==> config.mk <==
export PLATFORM = sky130hd
export DESIGN_NAME = pos_ctrl
export DESIGN_NICKNAME = d
export VERILOG_FILES = /design/src/design/pos_pkg.sv /design/src/design/pos_ctrl.sv
export SDC_FILE = /design/constraint.sdc
export NUM_CORES = 1
export LEC_CHECK = 0
export BUFFER_PORTS_ARGS = -buffer_cell sky130_fd_sc_hd__buf_2
export CAP_MARGIN = 5
export CORE_UTILIZATION = 53
export CTS_BUF_LIST = sky130_fd_sc_hd__clkbuf_4 sky130_fd_sc_hd__clkbuf_8
export DETAILED_ROUTE_END_ITERATION = 10
export GPL_TIMING_DRIVEN = 0
export HOLD_SLACK_MARGIN = 0.12
export PLACE_DENSITY = 0.82
export SKIP_CTS_REPAIR_TIMING = 1
export SLEW_MARGIN = 20
export SYNTH_ARGS = -nofsm -noshare
export SYNTH_HDL_FRONTEND = slang
export SYNTH_SLANG_ARGS = --single-unit
==> constraint.sdc <==
create_clock -name clock -period 2.9 [get_ports clock]
set_input_delay 0.435 -clock clock [delete_from_list [all_inputs] [get_ports clock]]
set_output_delay 0.435 -clock clock [all_outputs]
set_load 0.005 [all_outputs]
==> src/design/pos_pkg.sv <==
// Shared constants and types for the passage overlap suppression unit.
package pos_pkg;
   localparam int MaxRecordsDefault = 64;
   localparam int QueryW = 31;
   localparam int DocW = 32;
   localparam int RankW = 16;
   localparam int ScoreW = 32;
   localparam int StartW = 32;
   localparam int LenW = 20;
   localparam int KeepW = 7;
   localparam logic [KeepW-1:0] KeepReset = 7'd64;
   localparam int RecW = QueryW + DocW + RankW + ScoreW + StartW + LenW;

   typedef struct packed {
      logic [QueryW-1:0] query_id;
      logic [DocW-1:0] doc_id;
      logic [RankW-1:0] rank;
      logic signed [ScoreW-1:0] score;
      logic signed [StartW-1:0] start;
      logic [LenW-1:0] length;
   } rec_type;

   // Commands from the controller to the datapath.
   typedef struct packed {
      logic load;        // write the input record at the fill count
      logic drop;        // note an overflowed record
      logic clear_marks; // start of a new group
      logic read_a;      // read record i into the A register
      logic read_b;      // read record j
      logic compare;     // compare A with the record read last cycle
      logic read_out;    // read record i for output
      logic emit;        // present the record read last cycle
      logic emit_empty;  // present the empty marker
      logic last;        // this result ends the run
      logic finish;      // clear count and overflow flag
   } cmd_type;

   // Status from the datapath to the controller.
   typedef struct packed {
      logic full;
      logic a_live;      // A register holds a comparable, undeleted record
      logic b_live;      // entry j is comparable and undeleted
      logic out_deleted; // entry i is deleted
   } sts_type;
endpackage

==> src/design/pos_ctrl.sv <==
// Controller sequencing load, pairwise suppression and output.
module pos_ctrl import pos_pkg::*; #(
   parameter int MaxRecords = MaxRecordsDefault,
   localparam int AW = $clog2(MaxRecords),
   localparam int CW = $clog2(MaxRecords + 1)
) (
   input  logic             clock,
   input  logic             reset,
   input  logic             start,
   input  logic             last_in_group,
   input  logic [KeepW-1:0] keep_count,
   input  sts_type          sts,
   input  logic [CW-1:0]    count,
   output cmd_type          cmd,
   output logic [AW-1:0]    idx_rd,
   output logic             busy
);
   typedef enum logic [6:0] {
      S_IDLE  = 7'b0000001,
      S_RDA   = 7'b0000010,
      S_WAITA = 7'b0000100,
      S_PAIR  = 7'b0001000,
      S_DRAIN = 7'b0010000,
      S_OUT   = 7'b0100000,
      S_FIN   = 7'b1000000
   } state_type;

   state_type state_ff, state_in;
   logic [CW-1:0] i_ff, i_in, j_ff, j_in, lim_ff, lim_in;
   logic pend_ff, pend_in, any_ff, any_in, chk_ff, chk_in;
   logic [CW-1:0] nxt_j;

   assign busy = state_ff != S_IDLE;
   assign nxt_j = (j_ff + CW'(1) == i_ff) ? j_ff + CW'(2) : j_ff + CW'(1);

   always_comb begin
      state_in = state_ff;
      i_in = i_ff;
      j_in = j_ff;
      lim_in = lim_ff;
      pend_in = 1'b0;
      any_in = any_ff;
      chk_in = 1'b0;
      cmd = '0;
      idx_rd = i_ff[AW-1:0];
      case (state_ff)
         S_IDLE: begin
            cmd.clear_marks = count == '0;
            if (start) begin
               if (sts.full) cmd.drop = 1'b1;
               else cmd.load = 1'b1;
               if (last_in_group) begin
                  state_in = S_RDA;
                  i_in = '0;
               end
            end
         end
         S_RDA: begin
            // Start the sweep of record i, or move on to output.
            if (i_ff >= count) begin
               state_in = S_OUT;
               i_in = '0;
               any_in = 1'b0;
               lim_in = (CW'(keep_count) < count) ? CW'(keep_count) : count;
            end else begin
               cmd.read_a = 1'b1;
               state_in = S_WAITA;
            end
         end
         S_WAITA: begin
            state_in = S_PAIR;
            j_in = (i_ff == '0) ? CW'(1) : '0;
         end
         S_PAIR: begin
            // A is loaded; status a_live judges the whole sweep.
            cmd.compare = pend_ff;
            if (!sts.a_live && !pend_ff) begin
               i_in = i_ff + CW'(1);
               state_in = S_RDA;
            end else if (j_ff >= count) begin
               state_in = pend_ff ? S_DRAIN : S_RDA;
               if (!pend_ff) i_in = i_ff + CW'(1);
            end else begin
               idx_rd = j_ff[AW-1:0];
               cmd.read_b = 1'b1;
               pend_in = 1'b1;
               j_in = nxt_j;
            end
         end
         S_DRAIN: begin
            i_in = i_ff + CW'(1);
            state_in = S_RDA;
         end
         S_OUT: begin
            // Read entry i, check its mark next cycle, emit if kept.
            if (chk_ff && !sts.out_deleted) any_in = 1'b1;
            if (i_ff < lim_ff && !chk_ff) begin
               cmd.read_out = 1'b1;
               chk_in = 1'b1;
            end else if (chk_ff) begin
               i_in = i_ff + CW'(1);
               if (!sts.out_deleted) begin
                  cmd.emit = 1'b1;
               end
            end else begin
               state_in = S_FIN;
            end
         end
         S_FIN: begin
            if (!any_ff) cmd.emit_empty = 1'b1;
            cmd.finish = 1'b1;
            state_in = S_IDLE;
         end
         default: state_in = S_IDLE;
      endcase
   end

   always_ff @(posedge clock) begin
      if (reset) begin
         state_ff <= S_IDLE;
         pend_ff <= 1'b0;
         chk_ff <= 1'b0;
         any_ff <= 1'b0;
      end else begin
         state_ff <= state_in;
         pend_ff <= pend_in;
         chk_ff <= chk_in;
         any_ff <= any_in;
      end
      i_ff <= i_in;
      j_ff <= j_in;
      lim_ff <= lim_in;
   end
endmodule

Word level (Yosys, flattened, before mapping):

Index checks and enable logic that the tools add are counted.

* order comparisons: 4
* $add $sub $neg: 3
* equality and inequality tests: 20
* bitwise operators: 2
* mux-type cells: 47
* reduce and logical (&&, ||, !) cells: 19

Operators with widths (number)
* two-way mux 7 bit: 18
* case mux 7 bit (6 select lines): 1
* case mux 7 bit (5 select lines): 1
* two-way mux 6 bit: 4
* inequality test 2 bit, second input constant: 9
* two-way mux 1 bit: 16
* adder 7 x 1 -> 7 bit, second input constant: 2
* greater-or-equal comparator 7 bit: 2
* logical NOT 7 bit: 2
* less-than comparator 7 bit: 2
* case mux 7 bit (2 select lines): 1
* AND reduction 8 bit: 1
* adder 7 x 2 -> 7 bit, second input constant: 1
* equality test 7 x 1 -> 1 bit, second input constant: 1
* equality test 7 x 2 -> 1 bit, second input constant: 1
* equality test 7 x 3 -> 1 bit, second input constant: 1
* equality test 7 x 4 -> 1 bit, second input constant: 1
* equality test 7 x 5 -> 1 bit, second input constant: 1
* equality test 7 x 6 -> 1 bit, second input constant: 1
* equality test 7 bit: 1
* equality test 7 bit, second input constant: 1
* inequality test 7 x 1 -> 1 bit, second input constant: 1
* two-way mux 2 bit: 3
* inequality test 3 bit, second input constant: 2
* 12 further kinds: 21

* word-level logic and storage cells: 102
* bits of input ports: 22
* flip-flop bits (word level): 31

Longest topological paths before layout:

Gate-level depths: netlist of run 1.

* word-level depth: 6
* depth in mapped cells: 10
* depth with buffers taken out: 9

Worst setup path after synthesis of run 1:

No wires, ideal clock.

* path type: reg2reg
* start point: register j_ff[0]
* end point: register i_ff[0] (enable)
* path slack: 0.064 ns
* setup time: 0.390 ns
* period minus slack after synthesis: 2.836 ns
* arrival: 2.446 ns
* stages on the path, launching flop included: 10
* path through: edfxtp_1 inv_1 ha_1 nand2b_1 a21o_1 a21o_1 a211oi_1 o31a_1 buf_2 nor4_1

* cells in the longest elaborated chain, start to end: 3

RTL lines
* from (decl): RTL line pos_ctrl.sv:29 `logic [CW-1:0] i_ff, i_in, j_ff, j_in, lim_ff, lim_in;`
* from (signal assigned): RTL line pos_ctrl.sv:131 `j_ff <= j_in;`
* greater-or-equal comparator 7 bit: RTL line pos_ctrl.sv:80 `end else if (j_ff >= count) begin`
* inequality test 3 bit (no line)
* AND reduction 8 bit (no line)
* to (signal assigned): RTL line pos_ctrl.sv:130 `i_ff <= i_in;`
* to (decl): RTL line pos_ctrl.sv:29

Every way passes these cells.
A chain may end at the register's enable or synchronous reset.

Worst setup path in the final report of run 1:

* start point: register j_ff[0]
* end point: output port idx_rd[4]

* cells in the longest elaborated chain, start to end: 4

RTL lines
* greater-or-equal comparator 7 bit: RTL line pos_ctrl.sv:80
* two-way mux 6 bit: RTL line pos_ctrl.sv:80
* two-way mux 6 bit: RTL line pos_ctrl.sv:77 `if (!sts.a_live && !pend_ff) begin`
* two-way mux 6 bit: RTL line pos_ctrl.sv:46 `case (state_ff)`
* to (decl): RTL line pos_ctrl.sv:15 `output logic [AW-1:0] idx_rd,`

Every way passes these cells.

==> metrics, run 1 <==
largest vdd supply drop=330 µV; Lkg Pwr=1.38 nW; Post-synth top flop=edfxtp_1; min Tclk post-route=2980 ps; Avg WL per Cell=16.2 µm; Met2 Routed Length=3060 µm; Seq cells post-synth=31; vias in the first global route=1984; Routed Antenna Nets=0; global-route wire length before repair=9270 µm; Die Ht=70.5 µm; Clock Skew=13.3 ps; nature of the critical path endpoint=output pin; CORE AREA=0.00441 mm²; Net Count, Synth=314; commonest non-fill, non-tap cell in the layout=buf_2; initial antenna violation count=0; Total Wirelength=6000 µm; CP max-delay cell=edfxtp_1; share of layout cells above drive strength 1=0.289; number of fillers in the final layout=319; slowest cell delay on critical path=480 ps; post-synthesis average cell area=9.48 µm²; Die Width=70.5 µm; register area share after synthesis=0.335; # placed instances=351; Worst Setup SP=j_ff[0]; Pre-antenna DRT Iters=4; Vias/cell=5.82; worst hold slack=414 ps; failing checks=negative setup slack; Worst Reg-to-Reg Cells=8; Fin. Hold Viols=0; cts bufs inserted=5; most frequent cells in the layout=buf_2, ha_1, nor2_1; P per Cell Area=526 mW/mm²; Critical Path Source Type=flop; Congestion Overflow GR=0; ys async rst share=0; setup TNS=-302 ps; WL met3=255 µm; dpl cell area=0.00274 mm²; max-slew violations=0; Post-Layout Cell Count=370; total track usage=0.241; Detail Placement HPWL=4460 µm; TritonCTS clock tree=done; DRC errors left=0; Post-synth EDFFs=21; Worst-Skew Late Latency=290 ps; worst hold path class=primary input to flop; final setup fails=5; r2r endpoint=j_ff[6]; DRT iter0 DRCs=126; cell area after layout=0.00304 mm²; # IOs=40; Num Clock Sinks=31; H-tree depth=2; Synth Warn #=0; RePlAce Congestion=0.854; Post-Syn Instances=262; crit path kind=flop to output pin; max cap viols=0; share of the synthesized area in the top cell type=0.254; Worst-Margin Slew=718 ps; crit-path max FO=5; Area Growth Syn to Fin=22.2%; num rows=24; Multi-input gate area=0.00161 mm²; Metal-1 WL=2600 µm; Sequential Area=831 µm²; worst flop-to-flop path startpoint=j_ff[0]; Mapped Area=0.00248 mm²; Vias=2153; RSZ-0062 raised after global routing=yes; die area=0.00496 mm²; worst path cell trace=inv_2 > ha_4 > nand2b_4 > a21o_1 > a21o_1 > a211oi_2 > o31a_1 > buf_6 > mux2_4 > buf_6; top sig layer=met4; CP arrival=2540 ps; synth top area cells=edfxtp_1, ha_1, dfxtp_1; outcome=finished with violations; Initial Utilization=0.563; cell taking the most area after synthesis=edfxtp_1; setup slack after layout=-79.0 ps; CP endpoint=idx_rd[4]; Final #Nets=370; fmax=336 MHz; clock tree buffer depth=2; Buffers on Ports=37; Worst-path clk slew=70 ps; pin count of the biggest net entering global routing=11; Root Driver=clkbuf_8; CP Data Required Time=2470 ps; Diodes inserted=0; Final Cycle Share=1.03; overall power=1.60 mW; max_slew headroom=0.521; Worst R2R Setup Slack=100 ps; post-synthesis cell type count=52
## per-stage QoR
step | setup WS [ps] | utilization
5_1_grt | -176 | 0.688
3_5_place_dp | -231 | 0.621
4_1_cts | -550 | 0.640
2_1_floorplan | 63.7 | -
3_3_place_gp | -518 | 0.619
6_report | -79.0 | 0.688
## power breakdown
part	switching [mW]	internal [mW]
clock network	0.158	0.184
registers	0.0690	0.531
logic	0.342	0.312
total	0.568	1.03
## critical path: cells and delay by family (launching register included)
| kind | cells | cell delay, ps |
|---|---|---|
| buffers and inverters | 3 | 380 |
| AOI/OAI and AO/OA | 4 | 760 |
| muxes | 1 | 300 |
| adders and majority gates | 1 | 190 |
| DFF | 1 | 480 |
| and+or+nand+nor | 1 | 120 |
## registers in the layout, indices dropped and copies added, names as in the netlist
name and count:
i_ff 7, pend_ff 1, j_ff 7, state_ff 7, chk_ff 1, any_ff 1, lim_ff 7
## worst min-delay path by stage
stage	start	to	depth (start not counted)
floorplan	chk_ff	state_ff[6]	1
global placement	chk_ff	state_ff[6]	1
detailed placement	chk_ff	state_ff[6]	1
CTS	reset	chk_ff	2
global route	reset	chk_ff	2
finish	reset	chk_ff	2
## routing by layer
| metal | GRT usage | vias to the layer above |
|---|---|---|
| met5 | 0 | - |
| met1 | 0.292 | 1029 |
| li1 | - | 1060 |
| met4 | 0.0756 | 0 |
| met2 | 0.433 | 56 |
| met3 | 0.0375 | 8 |
## cells by family after synthesis
family,count (synthesis),synth area share
AOI/OAI and AO/OA,55,0.154
adders and majority gates,30,0.151
muxes,13,0.0594
other,1,0.00151
and+or+nand+nor,82,0.180
xor gates and xnor gates,19,0.0670
DFF,31,0.335
buffers and inverters,31,0.0524
## area by class of cell
type,count,share of cell area
plain buffers,8,0.0165
repair buffers,49,0.102
multi-input cells,200,0.530
well taps,52,0.0214
flip-flops and latches,31,0.274
clock buffers,7,0.0276
inverters,23,0.0284
## cells in the mapped netlist (4+ instances only)
master and n:
and3_1 4, a21o_1 11, ha_1 30, dfxtp_1 10
mux2_2 10, nor2b_1 5, xor2_1 7, nand3b_1 4
nand3_1 10, nand2_1 8, nand2b_1 5, nor3_1 5
xnor2_1 12, a21oi_1 12, edfxtp_1 21, nor2_1 23
nor4_1 4, inv_1 22, o21ai_0 9
Power figures use the tool's default switching activity.
==> inputs of run 2 (changes only) <==
SKIP_LAST_GASP = 1   (was default)
==> run 2 against run 1 <==
The flow still finishes with violations (negative setup slack). Utilization shrank 0.48 points. Largest cell class unchanged. Global-route usage unchanged. Critical path depth is the same.
==> metrics, run 2 (same netlist as run 1, synthesis figures left out) <==
pin count of the biggest net entering global routing=11; Int Power=1.02 mW; Diodes inserted=0; Fin. Hold Viols=0; Avg WL per Cell=16.0 µm; max cap viols=0; worst hold path class=primary input to flop; Psw=0.558 mW; outcome=finished with violations; Vias=2130; RePlAce Congestion=0.854; Congestion Overflow GR=0; Pre-antenna DRT Iters=4; min Tclk post-route=3050 ps; TritonCTS clock tree=done; failing checks=negative setup slack; Initial Utilization=0.563; Worst-Skew Late Latency=280 ps; Worst-Margin Slew=692 ps; total track usage=0.241; Final #Nets=370; H-tree depth=2; num rows=24; final setup fails=6; Worst Reg-to-Reg Cells=8; setup slack after layout=-149 ps; CP arrival=2610 ps; Total Wirelength=5930 µm; most frequent cells in the layout=buf_2, ha_1, nor2_1; nature of the critical path endpoint=output pin; Detail Placement HPWL=4460 µm; Levels on crit path=10; Switching Fraction=0.354; fmax=328 MHz; overall power=1.58 mW; Comb power frac=0.403; Lkg Pwr=1.38 nW; Root Driver=clkbuf_8; pre-CTS setup slack=-231 ps; Largest delay share family, worst path=compound AO/OA/AOI/OAI gates; CP bufs+invs=3; Clock Skew=13.9 ps; largest vdd supply drop=338 µV; Metal-1 WL=2560 µm; Sequential Area=831 µm²; die area=0.00496 mm²; max_slew headroom=0.539; Area Growth Syn to Fin=21.4%; Critical Path Source Type=flop; Num Clock Sinks=31; RSZ-0062 raised after global routing=yes; DRC errors left=0; CORE AREA=0.00441 mm²; vias in the first global route=1984; hold path cells=2; crit path kind=flop to output pin; Routed Antenna Nets=0; WL met3=256 µm; initial antenna violation count=0; slowest cell delay on critical path=480 ps; Worst-path clk slew=70 ps; Vias/cell=5.76; Clk pwr share=0.216; Die Ht=70.5 µm; Multi-input gate area=0.00159 mm²; worst path cell trace=inv_2 > ha_4 > nand2b_4 > a21o_1 > a21o_1 > a211oi_2 > o31a_1 > buf_6 > mux2_2 > buf_2; P per Cell Area=523 mW/mm²; cts bufs inserted=5; number of fillers in the final layout=327; Final Cycle Share=1.05; Seq pwr share=0.381; global-route wire length before repair=9270 µm; clock tree buffer depth=2; crit-path max FO=5; top sig layer=met4; Met2 Routed Length=3030 µm; Buffers on Ports=37; Die Width=70.5 µm; CP max-delay cell=edfxtp_1; DRT iter0 DRCs=109; CP Data Required Time=2470 ps; # IOs=40; commonest non-fill, non-tap cell in the layout=buf_2; max-slew violations=0; share of layout cells above drive strength 1=0.289; critical path's most frequent cell=a21o_1; final core occ=0.683
[run 2: cell types whose count changed in the layout (fill, tap and decap cells not counted)]
cell and delta:
a311oi_4 -1, mux2_2 +1, buf_2 +1, buf_6 -1, mux2_4 -1, a311oi_2 +1
[run 2: worst paths after layout]
| check | from | endpoint | slack, ps |
|---|---|---|---|
| worst max-delay path | j_ff[0] | idx_rd[4] | -150 |
| worst min register to register | pend_ff | state_ff[4] | 500 |
| worst max register to register | j_ff[0] | j_ff[6] | 130 |
| worst min-delay path | reset | chk_ff | 420 |
[run 2: metal layers]
layer  GRT usage  vias to the layer above
met5           0                        -
met4      0.0756                        0
met3      0.0375                        7
met2       0.433                       55
met1       0.292                     1006
li1            -                     1062
[run 2: cell type report]
class                           instances  share of cell area
Buffer                                  8              0.0166
Clock buffer                            7              0.0278
Inverter                               23              0.0286
Multi-Input combinational cell        200               0.529
Sequential cell                        31               0.276
Tap cell                               52              0.0216
Timing Repair Buffer                   49               0.101
[run 2: power by group through the flow]
| stage | Combinational [mW] | Clock, mW | Sequential, mW |
|---|---|---|---|
| 2_1_floorplan | 0.402 | 0 | 0.585 |
| 3_3_place_gp | 0.522 | 0 | 0.611 |
| 3_5_place_dp | 0.557 | 0 | 0.611 |
| 4_1_cts | 0.561 | 0.342 | 0.601 |
| 5_1_grt | 0.703 | 0.357 | 0.608 |
| 6_report | 0.635 | 0.340 | 0.601 |
[run 2: through the flow]
step,hold WS (ps),instance area [µm²],std cells,setup TNS (ps)
floorplan,446,2480,262,0
global placement,467,2730,351,-3850
detailed placement,478,2740,351,-1810
CTS,416,2820,358,-4170
global route,421,3010,370,-1060
finish,416,3010,370,-515
==> inputs of run 3 (changes only) <==
PLACE_DENSITY = 0.79   (was 0.82)
RECOVER_POWER = 50   (was default)
==> run 3 against run 2 <==
The flow still finishes with violations (negative setup slack). Final area is 0.95% lower. Global-route usage is 0.51 points higher. Via count is 0.33% lower. Die area stayed put. First-iteration DRC count is 0.92% lower. Non-clock buffer count is 1 lower.
==> metrics, run 3 (same netlist as run 1, synthesis figures left out) <==
max_slew headroom=0.387; die area=0.00496 mm²; Worst Setup SP=j_ff[0]; CORE AREA=0.00441 mm²; P per Cell Area=518 mW/mm²; outcome=finished with violations; commonest non-fill, non-tap cell in the layout=buf_2; pre-CTS setup slack=-283 ps; cell area after layout=0.00299 mm²; RSZ-0062 raised after global routing=yes; Worst R2R Setup Slack=-140 ps; Vias=2123; Num Clock Sinks=31; Post-Layout Cell Count=369; clock tree buffer depth=2; Area Growth Syn to Fin=20.2%; Psw=0.540 mW; Int Power=1.01 mW; CP Data Required Time=2470 ps; Pre-antenna DRT Iters=4; setup TNS=-1670 ps; cts bufs inserted=5; Clk pwr share=0.220; setup slack after layout=-199 ps; Avg WL per Cell=15.8 µm; Comb power frac=0.391; Root Driver=clkbuf_8; Die Width=70.5 µm; DRT iter0 DRCs=108; Final Cycle Share=1.07; RePlAce Congestion=0.842; Final #Nets=369; Routed Antenna Nets=0; r2r endpoint=i_ff[6]; max-slew violations=0; # IOs=40; worst flop-to-flop path startpoint=j_ff[0]; dpl cell area=0.00274 mm²; global-route wire length before repair=9580 µm; number of fillers in the final layout=348; CP endpoint=idx_rd[4]; Clock Skew=11.3 ps; Detail Placement HPWL=4310 µm; Initial Utilization=0.563; TritonCTS clock tree=done; Worst-Skew Late Latency=290 ps; Fin. Hold Viols=0; initial antenna violation count=0; Worst Reg-to-Reg Cells=10; Seq pwr share=0.389; # placed instances=351; Lkg Pwr=1.37 nW; Die Ht=70.5 µm; DRC errors left=0; vias in the first global route=2027; num rows=24; fmax=323 MHz; CP arrival=2660 ps; Buffers on Ports=37; worst hold path class=primary input to flop; share of layout cells above drive strength 1=0.271; Worst-path clk slew=70 ps; Diodes inserted=0; most frequent cells in the layout=buf_2, ha_1, nor2_1; nature of the critical path endpoint=output pin; pin count of the biggest net entering global routing=11; Critical Path Source Type=flop; Switching Fraction=0.349; final setup fails=14; Congestion Overflow GR=0; max cap viols=0; H-tree depth=2; total track usage=0.246; crit-path max FO=6; Worst-Margin Slew=913 ps; crit path kind=flop to output pin; failing checks=negative setup slack; worst hold slack=408 ps; Vias/cell=5.75; min Tclk post-route=3100 ps; largest vdd supply drop=382 µV; Total Wirelength=5830 µm
run 3: how the worst min path moves through the flow:
stage / startpoint / end / slack, ps / cells after the start
detailed placement: chk_ff / state_ff[6] / 480 / 1
global route: reset / chk_ff / 420 / 2
CTS: reset / state_ff[5] / 410 / 2
global placement: chk_ff / state_ff[6] / 470 / 1
floorplan: chk_ff / state_ff[6] / 450 / 1
finish: reset / state_ff[5] / 410 / 2
run 3: critical path, stage by stage, from the launching register on:
cell and delay [ps]:
edfxtp_1 460, inv_1 160, ha_4 210, nand2b_4 130, a21o_1 150, a21o_1 190
a211oi_2 230, o31a_1 220, buf_6 150, mux2_2 340, buf_2 130
run 3: through the flow:
step	power, mW	util
detailed placement	1.16	0.621
floorplan	0.988	-
CTS	1.50	0.640
finish	1.55	0.676
global placement	1.13	0.619
global route	1.66	0.676
run 3: area by class of cell:
cell class	count	area, µm²	share of cell area
multi-input combinational	200	1580	0.531
sequential	31	831	0.278
timing repair buffer	48	285	0.0956
inverter	23	86.3	0.0289
clock buffer	7	83.8	0.0281
tap	52	65.1	0.0218
buffer	8	50.0	0.0168
run 3: power groups by stage:
stage               Combinational (mW)  Sequential [mW]  Clock [mW]
floorplan                        0.402            0.585           0
global placement                 0.524            0.611           0
detailed placement               0.548            0.612           0
CTS                              0.552            0.603       0.345
global route                     0.677            0.609       0.369
finish                           0.606            0.602       0.340
run 3: routing by layer:
| layer | global-route usage | vias to the layer above | wire (µm) |
|---|---|---|---|
| met1 | 0.321 | 1009 | 2600 |
| met3 | 0.0447 | 8 | 223 |
| met4 | 0.0622 | 0 | 71 |
| met2 | 0.418 | 47 | 2940 |
| li1 | - | 1059 | - |
| met5 | 0 | - | 0 |
